## src/periodic_task_dispatcher_assert.svh

```systemverilog
// Assertion macros shared by the periodic task dispatcher RTL.
// Depends on a clock named aclk and an active-low reset named aresetn in scope.
`ifndef PERIODIC_TASK_DISPATCHER_ASSERT_SVH
`define PERIODIC_TASK_DISPATCHER_ASSERT_SVH

// Check that a condition implies another in the same cycle.
`define PTD_ASSERT_SAME(label, ante, cons) \
    label: assert property (@(posedge aclk) disable iff (!aresetn) (ante) |-> (cons)) \
        else $error("periodic_task_dispatcher: same-cycle check failed");

// Check that a condition implies another in the following cycle.
`define PTD_ASSERT_NEXT(label, ante, cons) \
    label: assert property (@(posedge aclk) disable iff (!aresetn) (ante) |=> (cons)) \
        else $error("periodic_task_dispatcher: next-cycle check failed");

`endif

```

## src/ptd_pkg.sv

```systemverilog
// Shared types and constants for the periodic task dispatcher.
// No dependencies; used by ptd_ctrl, ptd_datapath and periodic_task_dispatcher.
package ptd_pkg;

    localparam int ACTION_W  = 3;
    localparam int KEY_W     = 8;
    localparam int TIME_W    = 32;
    localparam int PRIO_W    = 3;
    localparam int STATUS_W  = 2;
    localparam int TOTAL_W   = 5;
    localparam int S_TDATA_W = 80;
    localparam int M_TDATA_W = 16;

    typedef enum logic [ACTION_W-1:0] {
        ACT_RUN     = 3'd0,
        ACT_ADD     = 3'd1,
        ACT_SUSPEND = 3'd2,
        ACT_RESUME  = 3'd3,
        ACT_DELETE  = 3'd4
    } action_t;

    typedef enum logic [STATUS_W-1:0] {
        ST_OK      = 2'd0,
        ST_REJECT  = 2'd1,
        ST_MISSING = 2'd2
    } status_t;

    typedef enum logic [2:0] {
        S_IDLE,
        S_SCAN,
        S_APPLY,
        S_SHIFT,
        S_DONE
    } state_t;

    // Commands from the controller to the datapath
    typedef struct packed {
        logic load;
        logic scan;
        logic apply;
        logic shift;
        logic shrink;
        logic emit;
    } ctrl_cmd_t;

    // Status from the datapath to the controller
    typedef struct packed {
        logic sweep_done;
        logic del_shift;
    } dp_stat_t;

endpackage

```

## src/ptd_ctrl.sv

```systemverilog
// Controller state machine of the periodic task dispatcher.
// Depends on ptd_pkg; drives the command struct of ptd_datapath.
module ptd_ctrl (
    input  logic             aclk,
    input  logic             aresetn,
    input  logic             s_tvalid,
    output logic             s_tready,
    input  logic             m_free,
    input  ptd_pkg::dp_stat_t  stat,
    output ptd_pkg::ctrl_cmd_t cmd
);
    import ptd_pkg::*;

    state_t state_reg;
    state_t state_next;

    // State register
    always_ff @(posedge aclk) begin
        if (!aresetn) begin
            state_reg <= S_IDLE;
        end else begin
            state_reg <= state_next;
        end
    end

    // Next state and commands
    always_comb begin
        state_next = state_reg;
        cmd        = '0;
        s_tready   = 1'b0;
        case (state_reg)
            S_IDLE: begin
                s_tready = 1'b1;
                if (s_tvalid) begin
                    cmd.load   = 1'b1;
                    state_next = S_SCAN;
                end
            end
            S_SCAN: begin
                cmd.scan = 1'b1;
                if (stat.sweep_done) begin
                    state_next = S_APPLY;
                end
            end
            S_APPLY: begin
                cmd.apply = 1'b1;
                if (stat.del_shift) begin
                    state_next = S_SHIFT;
                end else begin
                    state_next = S_DONE;
                end
            end
            S_SHIFT: begin
                cmd.shift = 1'b1;
                if (stat.sweep_done) begin
                    cmd.shrink = 1'b1;
                    state_next = S_DONE;
                end
            end
            S_DONE: begin
                if (m_free) begin
                    cmd.emit   = 1'b1;
                    state_next = S_IDLE;
                end
            end
            default: begin
                state_next = S_IDLE;
            end
        endcase
    end

endmodule

```

## src/ptd_datapath.sv

```systemverilog
// Datapath of the periodic task dispatcher: task table memories, scan trackers,
// compaction sweep and result registers. Depends on ptd_pkg.
module ptd_datapath #(
    parameter int TASK_SLOTS = 16
) (
    input  logic                           aclk,
    input  logic                           aresetn,
    input  ptd_pkg::ctrl_cmd_t             cmd,
    input  logic [ptd_pkg::ACTION_W-1:0]   in_action,
    input  logic [ptd_pkg::KEY_W-1:0]      in_task_key,
    input  logic [ptd_pkg::TIME_W-1:0]     in_period_ms,
    input  logic [ptd_pkg::PRIO_W-1:0]     in_priority_req,
    input  logic [ptd_pkg::TIME_W-1:0]     in_now_ms,
    output ptd_pkg::dp_stat_t              stat,
    output logic [ptd_pkg::STATUS_W-1:0]   res_status,
    output logic                           res_run_valid,
    output logic [ptd_pkg::KEY_W-1:0]      res_run_task_key,
    output logic [ptd_pkg::TOTAL_W-1:0]    res_task_total
);
    import ptd_pkg::*;

    localparam int AW = (TASK_SLOTS > 1) ? $clog2(TASK_SLOTS) : 1;
    localparam int CW = $clog2(TASK_SLOTS + 1);
    localparam int EW = CW + TOTAL_W;

    // Task table, one array per field, common address
    logic [KEY_W-1:0]  key_mem    [TASK_SLOTS];
    logic [TIME_W-1:0] period_mem [TASK_SLOTS];
    logic [TIME_W-1:0] last_mem   [TASK_SLOTS];
    logic [PRIO_W-1:0] prio_mem   [TASK_SLOTS];
    logic              en_mem     [TASK_SLOTS];

    logic [KEY_W-1:0]  rd_key_reg;
    logic [TIME_W-1:0] rd_period_reg;
    logic [TIME_W-1:0] rd_last_reg;
    logic [PRIO_W-1:0] rd_prio_reg;
    logic              rd_en_reg;

    logic [AW-1:0]     wr_addr;
    logic              we_key, we_period, we_last, we_prio, we_en;
    logic [KEY_W-1:0]  wd_key;
    logic [TIME_W-1:0] wd_period;
    logic [TIME_W-1:0] wd_last;
    logic [PRIO_W-1:0] wd_prio;
    logic              wd_en;
    logic [AW-1:0]     rd_addr;

    // Latched item
    logic [ACTION_W-1:0] act_reg;
    logic [KEY_W-1:0]    key_in_reg;
    logic [TIME_W-1:0]   period_in_reg;
    logic [PRIO_W-1:0]   prio_in_reg;
    logic [TIME_W-1:0]   now_reg;

    // Sweep control
    logic [CW-1:0] cnt_reg, cnt_next;
    logic [CW-1:0] ptr_reg, ptr_next;
    logic          rd_vld_reg;
    logic [AW-1:0] rd_idx_reg;
    logic          issue;

    // Scan trackers
    logic              match_vld_reg;
    logic [AW-1:0]     match_idx_reg;
    logic [PRIO_W-1:0] best_prio_reg;
    logic [AW-1:0]     best_idx_reg;
    logic [KEY_W-1:0]  best_key_reg;
    logic [TIME_W-1:0] elapsed;
    logic              due;
    logic              better;
    logic              key_hit;
    logic              best_found;
    logic              full;
    logic              add_ok;

    // Results
    logic [STATUS_W-1:0] res_status_reg, res_status_next;
    logic                res_valid_reg, res_valid_next;
    logic [KEY_W-1:0]    res_key_reg, res_key_next;
    logic [EW-1:0]       cnt_ext;

    // Memory ports
    always_ff @(posedge aclk) begin
        if (we_key) begin
            key_mem[wr_addr] <= wd_key;
        end
        rd_key_reg <= key_mem[rd_addr];
    end

    always_ff @(posedge aclk) begin
        if (we_period) begin
            period_mem[wr_addr] <= wd_period;
        end
        rd_period_reg <= period_mem[rd_addr];
    end

    always_ff @(posedge aclk) begin
        if (we_last) begin
            last_mem[wr_addr] <= wd_last;
        end
        rd_last_reg <= last_mem[rd_addr];
    end

    always_ff @(posedge aclk) begin
        if (we_prio) begin
            prio_mem[wr_addr] <= wd_prio;
        end
        rd_prio_reg <= prio_mem[rd_addr];
    end

    always_ff @(posedge aclk) begin
        if (we_en) begin
            en_mem[wr_addr] <= wd_en;
        end
        rd_en_reg <= en_mem[rd_addr];
    end

    // Entry evaluation on the registered read data
    assign elapsed    = now_reg - rd_last_reg;
    assign due        = rd_en_reg && (elapsed >= rd_period_reg);
    assign better     = due && (rd_prio_reg > best_prio_reg);
    assign key_hit    = (rd_key_reg == key_in_reg);
    assign best_found = (best_prio_reg != '0);
    assign full       = (cnt_reg >= CW'(TASK_SLOTS));
    assign add_ok     = !full && !match_vld_reg;

    assign issue   = (cmd.scan || cmd.shift) && (ptr_reg < cnt_reg);
    assign rd_addr = ptr_reg[AW-1:0];

    // Write port and result selection
    always_comb begin
        wr_addr         = '0;
        we_key          = 1'b0;
        we_period       = 1'b0;
        we_last         = 1'b0;
        we_prio         = 1'b0;
        we_en           = 1'b0;
        wd_key          = rd_key_reg;
        wd_period       = rd_period_reg;
        wd_last         = rd_last_reg;
        wd_prio         = rd_prio_reg;
        wd_en           = rd_en_reg;
        res_status_next = ST_OK;
        res_valid_next  = 1'b0;
        res_key_next    = '0;
        if (cmd.apply) begin
            case (act_reg)
                ACT_RUN: begin
                    if (best_found) begin
                        wr_addr        = best_idx_reg;
                        we_last        = 1'b1;
                        wd_last        = now_reg;
                        res_valid_next = 1'b1;
                        res_key_next   = best_key_reg;
                    end
                end
                ACT_ADD: begin
                    if (add_ok) begin
                        wr_addr   = cnt_reg[AW-1:0];
                        we_key    = 1'b1;
                        we_period = 1'b1;
                        we_last   = 1'b1;
                        we_prio   = 1'b1;
                        we_en     = 1'b1;
                        wd_key    = key_in_reg;
                        wd_period = period_in_reg;
                        wd_last   = '0;
                        wd_prio   = prio_in_reg;
                        wd_en     = 1'b1;
                    end else begin
                        res_status_next = ST_REJECT;
                    end
                end
                ACT_SUSPEND: begin
                    if (match_vld_reg) begin
                        wr_addr = match_idx_reg;
                        we_en   = 1'b1;
                        wd_en   = 1'b0;
                    end else begin
                        res_status_next = ST_MISSING;
                    end
                end
                ACT_RESUME: begin
                    if (match_vld_reg) begin
                        wr_addr = match_idx_reg;
                        we_en   = 1'b1;
                        wd_en   = 1'b1;
                        we_last = 1'b1;
                        wd_last = now_reg;
                    end else begin
                        res_status_next = ST_MISSING;
                    end
                end
                ACT_DELETE: begin
                    if (!match_vld_reg) begin
                        res_status_next = ST_MISSING;
                    end
                end
                default: begin
                    res_status_next = ST_OK;
                end
            endcase
        end else if (cmd.shift && rd_vld_reg) begin
            // Move the entry just read down by one place
            wr_addr   = rd_idx_reg - AW'(1);
            we_key    = 1'b1;
            we_period = 1'b1;
            we_last   = 1'b1;
            we_prio   = 1'b1;
            we_en     = 1'b1;
        end
    end

    // Entry count and sweep pointer
    always_comb begin
        cnt_next = cnt_reg;
        if (cmd.apply && (act_reg == ACT_ADD) && add_ok) begin
            cnt_next = cnt_reg + CW'(1);
        end else if (cmd.shrink) begin
            cnt_next = cnt_reg - CW'(1);
        end
        ptr_next = ptr_reg;
        if (cmd.load) begin
            ptr_next = '0;
        end else if (cmd.apply) begin
            ptr_next = CW'(match_idx_reg) + CW'(1);
        end else if (issue) begin
            ptr_next = ptr_reg + CW'(1);
        end
    end

    always_ff @(posedge aclk) begin
        if (!aresetn) begin
            cnt_reg    <= '0;
            ptr_reg    <= '0;
            rd_vld_reg <= 1'b0;
        end else begin
            cnt_reg    <= cnt_next;
            ptr_reg    <= ptr_next;
            rd_vld_reg <= issue;
        end
    end

    // Latch item, track first key match and best due task
    always_ff @(posedge aclk) begin
        if (issue) begin
            rd_idx_reg <= ptr_reg[AW-1:0];
        end
        if (cmd.load) begin
            act_reg       <= in_action;
            key_in_reg    <= in_task_key;
            period_in_reg <= in_period_ms;
            prio_in_reg   <= in_priority_req;
            now_reg       <= in_now_ms;
            match_vld_reg <= 1'b0;
            match_idx_reg <= '0;
            best_prio_reg <= '0;
            best_idx_reg  <= '0;
            best_key_reg  <= '0;
        end else if (cmd.scan && rd_vld_reg) begin
            if (key_hit && !match_vld_reg) begin
                match_vld_reg <= 1'b1;
                match_idx_reg <= rd_idx_reg;
            end
            if (better) begin
                best_prio_reg <= rd_prio_reg;
                best_idx_reg  <= rd_idx_reg;
                best_key_reg  <= rd_key_reg;
            end
        end
        if (cmd.apply) begin
            res_status_reg <= res_status_next;
            res_valid_reg  <= res_valid_next;
            res_key_reg    <= res_key_next;
        end
    end

    assign stat.sweep_done = (ptr_reg >= cnt_reg) && !rd_vld_reg;
    assign stat.del_shift  = (act_reg == ACT_DELETE) && match_vld_reg;

    assign cnt_ext          = EW'(cnt_reg);
    assign res_status       = res_status_reg;
    assign res_run_valid    = res_valid_reg;
    assign res_run_task_key = res_key_reg;
    assign res_task_total   = cnt_ext[TOTAL_W-1:0];

endmodule

```

## src/periodic_task_dispatcher.sv

```systemverilog
// Periodic task dispatcher: a table of up to TASK_SLOTS periodic tasks with run,
// add, suspend, resume and delete commands, one result transfer per command
// transfer. Each command sweeps the table, reading one table entry per cycle
// from the single read port. A delete that finds its key then compacts the
// table, shifting each entry behind the removed one down by one place. One item
// is worked on at a time, and a stalled result register holds the next result
// back. A new item is accepted as soon as the previous result sits in the output
// register.
// Depends on ptd_pkg, ptd_ctrl, ptd_datapath and the assertion macro header.
module periodic_task_dispatcher #(
    parameter int TASK_SLOTS = 16
) (
    input  logic                            aclk,
    input  logic                            aresetn,
    input  logic                            s_tvalid,
    output logic                            s_tready,
    // task_key[7:0], period_ms[39:8], priority_req[42:40], now_ms[74:43]
    input  logic [ptd_pkg::S_TDATA_W-1:0]   s_tdata,
    // action[2:0]
    input  logic [ptd_pkg::ACTION_W-1:0]    s_tuser,
    output logic                            m_tvalid,
    input  logic                            m_tready,
    // status[1:0], run_valid[2], run_task_key[10:3], task_total[15:11]
    output logic [ptd_pkg::M_TDATA_W-1:0]   m_tdata
);
    import ptd_pkg::*;

    `include "periodic_task_dispatcher_assert.svh"

    ctrl_cmd_t cmd;
    dp_stat_t  stat;
    logic      m_free;

    logic [STATUS_W-1:0] res_status;
    logic                res_run_valid;
    logic [KEY_W-1:0]    res_run_task_key;
    logic [TOTAL_W-1:0]  res_task_total;

    logic                 m_tvalid_reg;
    logic [M_TDATA_W-1:0] m_tdata_reg;

    assign m_free = !m_tvalid_reg || m_tready;

    ptd_ctrl u_ctrl (
        .aclk     (aclk),
        .aresetn  (aresetn),
        .s_tvalid (s_tvalid),
        .s_tready (s_tready),
        .m_free   (m_free),
        .stat     (stat),
        .cmd      (cmd)
    );

    ptd_datapath #(
        .TASK_SLOTS (TASK_SLOTS)
    ) u_datapath (
        .aclk             (aclk),
        .aresetn          (aresetn),
        .cmd              (cmd),
        .in_action        (s_tuser),
        .in_task_key      (s_tdata[7:0]),
        .in_period_ms     (s_tdata[39:8]),
        .in_priority_req  (s_tdata[42:40]),
        .in_now_ms        (s_tdata[74:43]),
        .stat             (stat),
        .res_status       (res_status),
        .res_run_valid    (res_run_valid),
        .res_run_task_key (res_run_task_key),
        .res_task_total   (res_task_total)
    );

    // Output register: load on emit, drop once taken
    always_ff @(posedge aclk) begin
        if (!aresetn) begin
            m_tvalid_reg <= 1'b0;
        end else if (cmd.emit) begin
            m_tvalid_reg <= 1'b1;
        end else if (m_tready) begin
            m_tvalid_reg <= 1'b0;
        end
    end

    always_ff @(posedge aclk) begin
        if (cmd.emit) begin
            m_tdata_reg <= {res_task_total, res_run_task_key, res_run_valid, res_status};
        end
    end

    assign m_tvalid = m_tvalid_reg;
    assign m_tdata  = m_tdata_reg;

    // Checks
    `PTD_ASSERT_SAME(a_emit_into_free_slot, cmd.emit, m_free)
    `PTD_ASSERT_NEXT(a_one_item_in_flight, s_tvalid && s_tready, !s_tready)
    `PTD_ASSERT_SAME(a_run_hit_is_ok, m_tvalid && m_tdata[2], m_tdata[1:0] == ST_OK)

endmodule
```

## config.mk

```make
export PLATFORM = sky130hd
export DESIGN_NAME = periodic_task_dispatcher
export DESIGN_NICKNAME = d
export VERILOG_FILES = /design/src/ptd_pkg.sv /design/src/ptd_ctrl.sv /design/src/ptd_datapath.sv /design/src/periodic_task_dispatcher.sv
export VERILOG_INCLUDE_DIRS = /design/src /design/src/src
export SDC_FILE = /design/constraint.sdc
export NUM_CORES = 1
export LEC_CHECK = 0
export BUFFER_PORTS_ARGS = -buffer_cell sky130_fd_sc_hd__buf_4
export CAP_MARGIN = 20
export CORE_ASPECT_RATIO = 1.25
export CORE_MARGIN = 2
export CORE_UTILIZATION = 40
export DETAILED_ROUTE_END_ITERATION = 8
export GPL_TIMING_DRIVEN = 0
export SKIP_CTS_REPAIR_TIMING = 1
export SYNTH_ARGS = -nofsm -noshare
export SYNTH_HDL_FRONTEND = slang
export SYNTH_HIERARCHICAL = 1
export SYNTH_SLANG_ARGS = --single-unit
```

## constraint.sdc

```tcl
create_clock -name aclk -period 5.2 [get_ports aclk]
set_clock_uncertainty 0.2 [all_clocks]
set_input_delay 0.78 -clock aclk [delete_from_list [all_inputs] [get_ports aclk]]
set_output_delay 0.78 -clock aclk [all_outputs]
set_load 0.005 [all_outputs]
```

==> results <==
- The flow ran to the end, and the final reports show no timing, DRC or antenna violations.
- The number of antenna violations at the first check in global routing is 1.
- The element type at the critical path start is a flip-flop.
- Across every metal layer, demand over resource in global routing totals 20.43%.
- The largest registers in the layout are u_datapath/last_mem x512, u_datapath/period_mem x512, u_datapath/key_mem x128.
- TritonCTS built the clock tree.
- The worst endpoint data arrival time is 5.47 ns.
- The port buffer count is 99.
- In this run the mean area of a mapped cell was 20.45 µm².
- The CTS sink count is 1436.
- The final weighted congestion in routability-driven placement is 0.8509.
- The path type of the worst min-delay path is in2reg.
- The maximum achievable frequency is 199.4 MHz.
- The synthesized netlist devotes 2.993% of its cell area to compound gates.
- Ranked by instance count, the synthesized netlist is headed by 1325 x sky130_fd_sc_hd__edfxtp_1, 380 x sky130_fd_sc_hd__mux4_2, 113 x sky130_fd_sc_hd__nand2_1, 111 x sky130_fd_sc_hd__dfxtp_1, 91 x sky130_fd_sc_hd__inv_1.
- The die is 339.9 µm wide.
- The setup check on the worst reg-to-reg path leaves a slack of 0.19 ns.
- For this run, design rule violations remaining after detail routing come to 0.
- The effective utilization at floorplan is 40.17%.
- Counting every net in the synthesized netlist gives 2924.
- The area growth from synthesis to layout is 18.53%.
- In the finished design, the share of the clock period the worst path needs comes to 96.42%.
- The H-tree generated during clock tree synthesis spans 4 levels.
- The final count of pins violating max slew is 0.
- The count of TritonRoute iterations in the first routing pass is 5.
- Across all hold checks on the routed design, the worst slack comes to 0.05301 ns.
- Yosys mapped a number of flops with a built-in enable equal to 1325.
- The number of placement rows is 154.
- The combinational family with the most area after synthesis is multiplexers.
- The number of warnings reported in the yosys synthesis log is 6.
- The fraction of synthesized area in multiplexers is 15.54%.
- The maximum fanout encountered on the critical timing path is 10.
- Summing the areas of all fa, ha and maj instances in the mapped netlist gives 1.756% of the synthesized area.
- The final route contains 28910 vias.
- Max-cap violations in this run came to 0.
- Yosys instantiated no cell more often than sky130_fd_sc_hd__edfxtp_1.
- The number of clock buffers added by TritonCTS is 144.
- IR analysis of the VDD net gives a maximum drop of 0.3778 mV.
- For this design the top-level I/O count stands at 105.
- After Yosys synthesis, XOR and XNOR cells account for 0.6830% of the synthesized area.
- After detailed routing, the number of vias per cell comes to 5.607.
- The clock period could shrink to 5.014 ns.
- The dominant synthesized flop cell is sky130_fd_sc_hd__edfxtp_1.
- The count of endpoints failing hold in the final timing report came to 0.
- The distinct cell type count of the synthesized netlist is 77.
- The remaining antenna violation count is 0.
- In this run the cell area of the synthesized design comes to 56430 µm².
- The share of Yosys cell area claimed by the top area cell type is 70.51%.
- The proportion of synthesized chip area in sequential cells is 74.45%.
- The number of setup violations in the final report is 0.
- The number of diodes is 0.
- At the later pin of the worst-skew pair, clock insertion delay measures 0.80 ns.
- The net count of the finished layout is 3327.
- The clock passes through at most 3 buffers.
- The core region area is 140500 µm².
- Counting every instance in the synthesized netlist gives 2759.
- The via count of the first global-routing pass is 30120.
- The synthesized design spends more area on one cell type than any other, namely sky130_fd_sc_hd__edfxtp_1.
- In this run the power density over the cells is 389.4 nW/µm².
- Global routing finished with a remaining overflow of 0.
- The total leakage power is 21.39 nW.
- The synthesized design contains 1436 register bits.
- The floorplan step set the die height to 423.9 µm.
- By area the synthesized netlist is led by sky130_fd_sc_hd__edfxtp_1 71%, sky130_fd_sc_hd__mux4_2 15%, sky130_fd_sc_hd__dfxtp_1 3.9%.
- In the final routed layout, each cell accounts on average for 28.60 µm.
- The total routed wirelength is 147500 µm.
- At the pin with the least slew margin, the transition time is 1.181 ns.
- The capturing element type of the critical path is a flip-flop.
- The die covers 144100 µm².
- Headroom to the max-slew limit came out at 21.26%.
- The simple-gate share of the synthesized area is 2.958%.
- The core utilization of the finished layout is 47.62%.
- Detailed placement ended at an HPWL of 98490 µm.
- The share of post-route cells with drive strength above 1 is 27.28%.
- The first-pass GRT wire length is 210300 µm.
- The clock-pin slew reported for the worst setup and hold paths after clock tree synthesis is 0.06 ns.
- The critical path class is reg2reg.
- For this run, asynchronously set or reset flops after synthesis account for 0%.
- The number of DRC markers after the initial detailed-route iteration is 2907.
- CTS placed an instance of sky130_fd_sc_hd__clkbuf_16 at the clock tree root.
- Entering global routing, the biggest net connects 49 pins.
- The required time of the worst setup path is 5.66 ns.
-- area by class of cell --
cell class	count	area [µm²]
clock buffers	184	3835
repair buffers	257	2975
well taps	1872	2342
multi-input cells	1105	13800
clock inverters	84	1013
flip-flops and latches	1436	42010
inverters	92	345.3
plain buffers	126	566.8
fillers	11390	73580
-- per-layer routing --
| metal | GRT usage [%] | routed length [µm] |
|---|---|---|
| met5 | 0 | 0 |
| met3 | 2.921 | 8380 |
| met4 | 8.481 | 6063 |
| met1 | 24.95 | 55250 |
| met2 | 36.29 | 77780 |
-- path summary, 6_finish.rpt --
kind	start	end	cells past startpoint
setup / recovery	u_datapath/now_reg[0]	u_datapath/best_key_reg[5]	22
hold / removal	s_tdata[39]	u_datapath/period_in_reg[31]	1
setup reg to reg	u_datapath/now_reg[0]	u_datapath/best_key_reg[5]	22
hold reg to reg	u_datapath/res_run_task_key[2]	m_tdata[5]	0
-- per-stage QoR --
stage                     setup WS, ns  instance area (µm²)  std cells   TNS [ns]  power, W
after CTS                      -0.1334                65950       5068    -0.9652   0.02615
after global placement          -3.649                59510       4730   -3478.28   0.01558
final                           0.1860                66880       5156          0   0.02604
after floorplan                 0.5146                56430       2759          0   0.01487
after global routing         -0.001670                66880       5156  -0.001670   0.02687
after detailed placement      -0.05115                61100       4800    -0.4181   0.01569
-- cell usage in the layout (no fill, tap or decap), types with 53 or more instances in the layout --
cell and count:
sky130_fd_sc_hd__edfxtp_1 1325, sky130_fd_sc_hd__mux4_2 380, sky130_fd_sc_hd__clkbuf_16 145, sky130_fd_sc_hd__buf_4 115, sky130_fd_sc_hd__nand2_1 113, sky130_fd_sc_hd__dfxtp_1 111, sky130_fd_sc_hd__clkbuf_1 98, sky130_fd_sc_hd__inv_1 91
sky130_fd_sc_hd__dlygate4sd3_1 77, sky130_fd_sc_hd__ha_1 76, sky130_fd_sc_hd__nor2_1 53
-- logic make-up (layout without fill, tap and decap cells) --
logic type,Yosys count,count (layout)
fa+ha+maj,78,78
buf+inv,218,743
xor+xnor,44,44
mux,401,401
simple gates,335,335
flops,1436,1436
compound gates,247,247
-- critical path, cell delays in order (launching register included) --
cell and delay, ns:
sky130_fd_sc_hd__edfxtp_1 0.37, sky130_fd_sc_hd__buf_4 0.18, sky130_fd_sc_hd__inv_1 0.06, sky130_fd_sc_hd__ha_1 0.18
sky130_fd_sc_hd__inv_1 0.06, sky130_fd_sc_hd__fa_1 0.41, sky130_fd_sc_hd__a21o_1 0.22, sky130_fd_sc_hd__a221o_1 0.34
sky130_fd_sc_hd__a21oi_4 0.19, sky130_fd_sc_hd__nand2_1 0.18, sky130_fd_sc_hd__a221oi_1 0.32, sky130_fd_sc_hd__nor2b_1 0.08
sky130_fd_sc_hd__o311a_1 0.32, sky130_fd_sc_hd__ha_1 0.18, sky130_fd_sc_hd__a21o_1 0.18, sky130_fd_sc_hd__a21o_1 0.20
sky130_fd_sc_hd__a21oi_2 0.17, sky130_fd_sc_hd__o211ai_1 0.18, sky130_fd_sc_hd__a31oi_2 0.23, sky130_fd_sc_hd__a31oi_4 0.13
sky130_fd_sc_hd__buf_12 0.17, sky130_fd_sc_hd__buf_4 0.20, sky130_fd_sc_hd__mux2i_1 0.14
-- report_power, final --
group,internal (W),switching (W)
Combinational,0.000961,0.00139
Clock,0.00593,0.00458
Sequential,0.0130,0.000145
Total,0.0199,0.00612
Note: power is estimated with default switching activity, not from simulation.
